### src/rtl/btql_pkg.sv
// shared constants and codes for the bitmap text quad layout block
package btql_pkg;

	localparam int GLYPH_COUNT_DEF = 256;
	localparam int KERN_PAIRS_DEF  = 256;
	localparam int FRAC_BITS_DEF   = 8;

	// texture coordinate and divider operand widths
	localparam int TEX_W = 16;
	localparam int DIM_W = 13;

	// item opcodes
	localparam logic [1:0] OP_GLYPH  = 2'd0;
	localparam logic [1:0] OP_KERN   = 2'd1;
	localparam logic [1:0] OP_PLACE  = 2'd2;
	localparam logic [1:0] OP_UNUSED = 2'd3;

	// configuration register indexes
	localparam logic [2:0] CFG_SCALE    = 3'd0;
	localparam logic [2:0] CFG_ATLAS_W  = 3'd1;
	localparam logic [2:0] CFG_ATLAS_H  = 3'd2;
	localparam logic [2:0] CFG_LINE_H   = 3'd3;
	localparam logic [2:0] CFG_COLOR    = 3'd4;
	localparam logic [2:0] CFG_ORIGIN_X = 3'd5;
	localparam logic [2:0] CFG_ORIGIN_Y = 3'd6;

endpackage

### src/rtl/btql_div.sv
// iterative restoring divider giving floor(num * 65536 / den), saturated
module btql_div (
	input  logic                            clk,
	input  logic                            arst_n,
	input  logic                            start,
	input  logic [btql_pkg::DIM_W-1:0]      num,
	input  logic [btql_pkg::DIM_W-1:0]      den,
	output logic                            done,
	output logic [btql_pkg::TEX_W-1:0]      quo
);

	logic [btql_pkg::DIM_W-1:0] rem_q;
	logic [btql_pkg::DIM_W-1:0] den_q;
	logic [btql_pkg::TEX_W-1:0] quo_q;
	logic [4:0]                 cnt_q;
	logic                       busy_q;
	logic                       sat_q;
	logic                       done_q;
	logic [btql_pkg::DIM_W:0]   rem2;
	logic                       fits;

	assign rem2 = {rem_q, 1'b0};
	assign fits = rem2 >= {1'b0, den_q};

	always_ff @(posedge clk or negedge arst_n) begin
		if (!arst_n) begin
			busy_q <= 1'b0;
			done_q <= 1'b0;
			cnt_q  <= '0;
		end else begin
			done_q <= 1'b0;
			if (start) begin
				busy_q <= 1'b1;
				cnt_q  <= 5'd16;
			end else if (busy_q) begin
				cnt_q <= cnt_q - 5'd1;
				if (cnt_q == 5'd1) begin
					busy_q <= 1'b0;
					done_q <= 1'b1;
				end
			end
		end
	end

	// one quotient bit a cycle
	always_ff @(posedge clk) begin
		if (start) begin
			rem_q <= num;
			den_q <= den;
			quo_q <= '0;
			sat_q <= num >= den;
		end else if (busy_q) begin
			if (fits) begin
				rem_q <= btql_pkg::DIM_W'(rem2 - {1'b0, den_q});
				quo_q <= {quo_q[btql_pkg::TEX_W-2:0], 1'b1};
			end else begin
				rem_q <= rem2[btql_pkg::DIM_W-1:0];
				quo_q <= {quo_q[btql_pkg::TEX_W-2:0], 1'b0};
			end
		end
	end

	assign done = done_q;
	assign quo  = sat_q ? '1 : quo_q;

endmodule

### config.mk
export PLATFORM = sky130hd
export DESIGN_NAME = btql_div
export DESIGN_NICKNAME = d
export VERILOG_FILES = /design/src/rtl/btql_pkg.sv /design/src/rtl/btql_div.sv
export SDC_FILE = /design/constraint.sdc
export NUM_CORES = 1
export LEC_CHECK = 0
export BUFFER_PORTS_ARGS = -buffer_cell sky130_fd_sc_hd__buf_4
export CAP_MARGIN = 20
export CORE_UTILIZATION = 49
export DETAILED_ROUTE_END_ITERATION = 7
export PLACE_DENSITY = 0.81
export REMOVE_ABC_BUFFERS = 1
export SLEW_MARGIN = 20
export SYNTH_ARGS = -nofsm -noshare
export SYNTH_HDL_FRONTEND = slang
export SYNTH_SLANG_ARGS = --single-unit
### constraint.sdc
create_clock -name clk -period 5.35 [get_ports clk]
set_input_delay 0.2675 -clock clk [delete_from_list [all_inputs] [get_ports clk]]
set_output_delay 0.2675 -clock clk [all_outputs]
set_load 0.03 [all_outputs]
==> impl_results.md, run 1 <==
- Post-Syn Area per Cell: 9.74 µm²
- Status: finished, final reports clean
- Register area share after synthesis: 42.0%
- Max-Cap Viols: 0
- Yosys cell types: 50
- Critical Path RT: 5.41 ns
- DRC violations left: 0
- CP Launch Type: register
- Diodes inserted: 0
- Largest stage delay, worst path: about 0.45 ns
- Die area: 6660 µm²
- CTS sink count: 50
- Final hold vios: 0
- Post-Synthesis Cells: 319
- Largest cells by area after synthesis: edfxtp_1, ha_1, dfxtp_1
- Setup_tns: 0 ns
- CP Cell Sequence: ha_1 -> a21oi_1 -> o21ai_1 -> a41oi_2 -> a21o_1 -> a2111oi_0 -> a311o_1
- Core Area: 6030 µm²
- DP HPWL: 4980 µm
- Initial Utilization: about half
- Port Buffers: between 40 and 50
- Routability cong.: 0.891
- CTS Hold Bufs: 1
- Setup Viol. Count Final: 0
- GRT Total Usage: 22.3%
- Area grow syn2layout: 15.5%
- Main synth FF type: edfxtp_1
- Mapped Area: 3110 µm²
- Crit path arrival time: about 2.7 ns
- Top cell type's share of synthesized area: about a quarter
- Sequential Area: about 1300 µm²
- Non-Filler Instances: 437
- Max VDD drop: 184 µV
- I/O pin cnt: 46
- RSZ-0062 raised after global routing: false
- Ys async rst share: 14.0%
- Die W: 81.6 µm
- Remaining antenna violation count: 0
- Cell Pwr Density: 428 nW/µm²
- CP max FO: 13
- Max clock buf depth: 2
- Layout net count: around 420
- Vias in the first global route: 2463
- Std-Cell Rows: 28
- Tmin final: 2.64 ns
- Fin. max-slew vios: 0
- GRT Residual Overflow: 0
- Static leakage: 1.70 nW
- Global-route wire length before repair: 11300 µm
- Worst-margin pin slew: 1.01 ns
- Chip height: 81.6 µm
- Fill cell count: 533
- Post-CTS Setup Bufs: 0
- Final period util: 49.3%
- Number of flops mapped to enable cells by yosys: 27
- HP Class: input port to register
- Area of the multi-input gates: between 1500 and 2000 µm²
- Vias/cell: between 5 and 6
- Tot Pwr: 1.53 mW
- TritonCTS clock tree: done
- H-Tree Depth: 2
- Clock root cell: clkbuf_8
- Initial antenna violation count: 0
- Flip-flop and latch count after synthesis: 50
- Slowest CP cell: a21o_1
- Routed vias: 2518
- Slew HR: 32.9%
- Worst-path clk slew: 0.09 ns
- Clock Latency Late Sink: 0.30 ns
- Layout Skew: 0.00402 ns
- Initial DRC Count: 273
- Avg WL per Cell: between 15 and 20 µm
- CP Capture Type: register
- Largest net degree at the start of global routing: 56
- Resize count post-CTS: 0
- CTS buffer count: 5
- Fraction of layout cells with a size suffix above 1: 21.0%
- Final WL: approximately 6900 µm
- Number of synthesis warnings: 0
- Maximum clock frequency: 0.379 GHz
- Number of cells after detailed placement: 428
- First-pass detailed-route iteration total: 4
- CP Class: register to register
- Largest area contributor in the netlist: edfxtp_1
-- where the power goes --
part	switching (mW)	internal, mW	leakage (nW)
clock network	0.124	0.0909	0.0450
registers	0.0596	0.501	0.489
logic	0.437	0.321	1.17
-- routing by layer --
layer	vias up	global-route usage (%)	share of wire, %
met5	-	0	0
met3	15	4.44	6.1
met1	1206	28.2	43
li1	1218	-	-
met2	79	37.6	49
met4	0	8.25	2.1
-- state kept, by name, indices dropped and copies added, names as in the netlist --
| register | cells |
|---|---|
| busy_q | 1 |
| cnt_q | 5 |
| den_q | 13 |
| done | 1 |
| quo_q | 16 |
| rem_q | 13 |
| sat_q | 1 |
-- cell families after synthesis --
| kind of cell | share of synthesized area (%) |
|---|---|
| compound gates | 16.2 |
| xor+xnor | 3.38 |
| fa+ha+maj | 11.9 |
| buf+inv | 5.72 |
| flops | 42.0 |
| mux | 4.83 |
| simple gates | 15.9 |
-- cells in the final DEF (no fill, tap or decap), types with 9 or more instances in the layout --
| master | synthesis | final |
|---|---|---|
| or2_2 | 17 | 17 |
| xnor2_1 | 10 | 10 |
| buf_4 | 1 | 46 |
| nor2_1 | 32 | 32 |
| ha_1 | 28 | 28 |
| mux2i_1 | 15 | 15 |
| inv_1 | 34 | 34 |
| nand2_1 | 17 | 17 |
| dfxtp_1 | 16 | 16 |
| edfxtp_1 | 27 | 27 |
| a21oi_1 | 9 | 9 |
-- through the flow --
step	instance area (µm²)	utilization, %	hold WS, ns	worst slack (ns)
2_1_floorplan	3060	-	-0.0281	2.88
3_3_place_gp	3500	58.0	0.0817	2.85
3_5_place_dp	3500	58.0	0.0857	2.77
4_1_cts	3590	59.6	0.135	2.73
5_1_grt	3590	59.6	0.133	2.58
6_report	3590	59.6	0.145	2.71
-- layout make-up --
cell class                 count  area share (%)
timing repair buffer          47            9.90
tap                           75            2.62
clock inverter                 2           0.279
inverter                      34            3.56
multi-input combinational    223            45.2
clock buffer                   6            2.02
sequential                    50            36.4
-- final timing paths --
| path | startpoint | to | slack, ns | depth (start not counted) |
|---|---|---|---|---|
| setup / recovery | rem_q[8]$_DFFE_PP_ | rem_q[7]$_DFFE_PP_ | 2.71 | 7 |
| hold / removal | den[6] | den_q[6]$_DFFE_PP_ | 0.15 | 1 |
| setup reg to reg | rem_q[8]$_DFFE_PP_ | rem_q[7]$_DFFE_PP_ | 2.71 | 7 |
| hold reg to reg | quo_q[0]$_SDFFE_PP0P_ | quo_q[0]$_SDFFE_PP0P_ | 0.51 | 2 |
| max in group asynchronous | arst_n | cnt_q[4]$_DFFE_PN0P_ | 4.93 | 2 |
| min in group asynchronous | arst_n | done$_DFF_PN0_ | 0.30 | 2 |
-- synthesized netlist by cell type (5+ instances only) --
master and n:
nand2b_1 5, nand3_1 6, dfxtp_1 16, mux2i_1 15, a21oi_1 9, a31oi_1 5
nor2_1 32, o21ai_0 7, a211oi_1 6, ha_1 28, nand2_1 17, nor3_1 6
inv_1 34, xnor2_1 10, a21o_1 7, edfxtp_1 27, dfrtp_1 7, clkbuf_1 8
or2_2 17
-- worst max-delay path: cells and delay by family, from the launching register on --
kind                       cells  cell delay (ns)
AOI/OAI and AO/OA              6             1.59
DFF                            1             0.42
adders and majority gates      1             0.39
Power figures use the tool's default switching activity.
==> run 2, diff against run 1 <==
PLACE_DENSITY = 0.84   (was 0.81)
clock period = 2.4 ns   (was 5.35 ns; I/O delays follow)
==> run 2 against run 1 <==
The flow now finishes with violations (setup timing); setup slack got worse by 2.7 ns; critical path depth rose by 1; sequential cell count did not move; non-clock buffer count rose by 27; count of clock-buffer cells in the layout fell by 1; via count rose by 4.6%; first-iteration DRC count fell by 47%; routed wire length rose by 8.5%; power rose to 2.5 times the previous value; global-route usage rose by 0.25 points.
==> impl_results.md, run 2 (synthesis results as in run 1) <==
- Worst-path clk slew: 0.11 ns
- GRT Residual Overflow: 0
- Static leakage: 1.86 nW
- Final hold vios: 0
- CTS sink count: 50
- Vias/cell: 5.68
- Worst-margin pin slew: 0.617 ns
- Crit path arrival time: 2.50 ns
- Reg with most FFs: quo_q
- Most frequent cells in the layout: buf_4, inv_1, nor2_1, ha_1, edfxtp_1
- Port Buffers: 45
- Largest registers: quo_q: 16 flops, den_q: 13 flops, rem_q: 13 flops
- Clock root cell: clkbuf_8
- CP Cell Sequence: fa_2 -> nand2b_4 -> a211oi_4 -> o21bai_2 -> a21oi_2 -> buf_6 -> nor3_4 -> o31a_1
- CP max FO: 5
- CTS buffer count: 5
- H-Tree Depth: 2
- DP HPWL: 4950 µm
- First-pass detailed-route iteration total: 5
- Final period util: 101%
- Chip height: 81.6 µm
- Max-Cap Viols: 0
- Layout Skew: 0.0157 ns
- Finished Cell Area: 3980 µm²
- Setup_tns: -0.0339 ns
- Layout net count: 446
- Number of cells after detailed placement: 439
- DP Area: 3580 µm²
- Area grow syn2layout: 28.2%
- Initial antenna violation count: 0
- Final core utilization: 66.1%
- Largest stage delay, worst path: 0.45 ns
- Dpl ws: -0.0134 ns
- Routed vias: approximately 2600
- Maximum clock frequency: just over 0.4 GHz
- Max clock buf depth: 2
- Hold_ws: 0.00762 ns
- RSZ-0062 raised after global routing: true
- Crit path buf inv count: 1
- Std-Cell Rows: 28
- GRT Total Usage: 22.5%
- Diodes inserted: 0
- Routability cong.: between 0.9 and 1
- Initial Utilization: about half
- Max VDD drop: just over 500 µV
- CP Class: register to register
- Fraction of layout cells with a size suffix above 1: 27.8%
- Clock Latency Late Sink: 0.31 ns
- DRC violations left: 0
- Vias in the first global route: 2479
- Fill cell count: 482
- Setup Viol. Count Final: 2
- Max reg flops: 16
- TritonCTS clock tree: done
- Non-Filler Instances: roughly 460
- Core Area: 6030 µm²
- Cell Pwr Density: between 900 and 1000 nW/µm²
- Die W: slightly above 80 µm
- Avg WL per Cell: 16.0 µm
- Die area: 6660 µm²
- Final setup margin: -0.0211 ns
- CP Capture Type: register
- Status: finished with violations
- CP delay by family, top: compound AO/OA/AOI/OAI gates
- Failing checks: setup timing
- Tmin final: between 2 and 2.5 ns
- HP Class: input port to register
- Global-route wire length before repair: around 11000 µm
- Commonest non-fill, non-tap cell in the layout: buf_4
- Initial DRC Count: roughly 150
- Critical Path RT: 2.48 ns
- Slowest CP cell: edfxtp_1
- Final WL: 7450 µm
- Slew HR: 58.8%
- Fin. max-slew vios: 0
- I/O pin cnt: 46
- Largest net degree at the start of global routing: 36
- Remaining antenna violation count: 0
- CP Launch Type: register
- Tot Pwr: 3.87 mW
-- run 2: cell count changes in the layout (fill, tap and decap cells not counted), moves of 2 or more --
cell           previous run  this run
a2111oi_0                 3         0
a2111oi_2                 0         2
a41oi_1                   2         0
a21oi_1                   9         7
o311ai_4                  0         2
a21oi_2                   1         3
buf_4                    46        57
clkinv_2                  2         0
buf_6                     0         4
dlygate4sd3_1             1        13
a41oi_2                   1         3
o311ai_1                  2         0
-- run 2: area by class of cell --
type / instances / area, µm² / share of cell area [%]
inverters: 34 / 128 / 3.20
clock buffers: 5 / 68.8 / 1.73
clock inverters: 3 / 23.8 / 0.597
flip-flops and latches: 50 / 1310 / 32.8
multi-input cells: 223 / 1760 / 44.2
repair buffers: 74 / 603 / 15.1
well taps: 75 / 93.8 / 2.36
-- run 2: power by group --
group / total, mW / switching (mW) / internal, mW
registers: 1.25 / 0.136 / 1.12
clock network: 0.528 / 0.316 / 0.212
logic: 2.09 / 1.17 / 0.921
total: 3.87 / 1.62 / 2.25
-- run 2: final timing paths --
kind / endpoint / cells past startpoint / slack, ns / start
worst max-delay path: rem_q[1]$_DFFE_PP_ / 8 / -0.02 / den_q[1]$_DFFE_PP_
worst min-delay path: den_q[0]$_DFFE_PP_ / 1 / 0.008 / den[0]
worst max register to register: rem_q[1]$_DFFE_PP_ / 8 / -0.02 / den_q[1]$_DFFE_PP_
worst min register to register: quo_q[0]$_SDFFE_PP0P_ / 2 / 0.51 / quo_q[0]$_SDFFE_PP0P_
max in group asynchronous: cnt_q[2]$_DFFE_PN0P_ / 2 / 2.13 / arst_n
min in group asynchronous: done$_DFF_PN0_ / 2 / 0.15 / arst_n
-- run 2: timing repair --
action / in CTS / in global routing
endpoints found under the hold margin: 19 / 0
endpoints found under the setup margin: 4 / 13
pin swaps: 0 / 15
resized for setup: 3 / 28
setup buffers: 0 / 4
cloned: 0 / 0
hold buffers: 13 / 0
-- run 2: metal layers --
layer  track usage (%)  part of all wire [%]
met5                 0                     0
met4              8.60                   2.8
met3              5.00                   5.8
met2              38.7                    49
met1              27.5                    42
-- run 2: worst reg2reg max path: cells and delay by family, from the launching register on --
kind            cells  cell delay (ns)
buf+inv             1             0.16
flops               1             0.45
simple gates        2             0.21
fa+ha+maj           1             0.42
compound gates      4             0.96
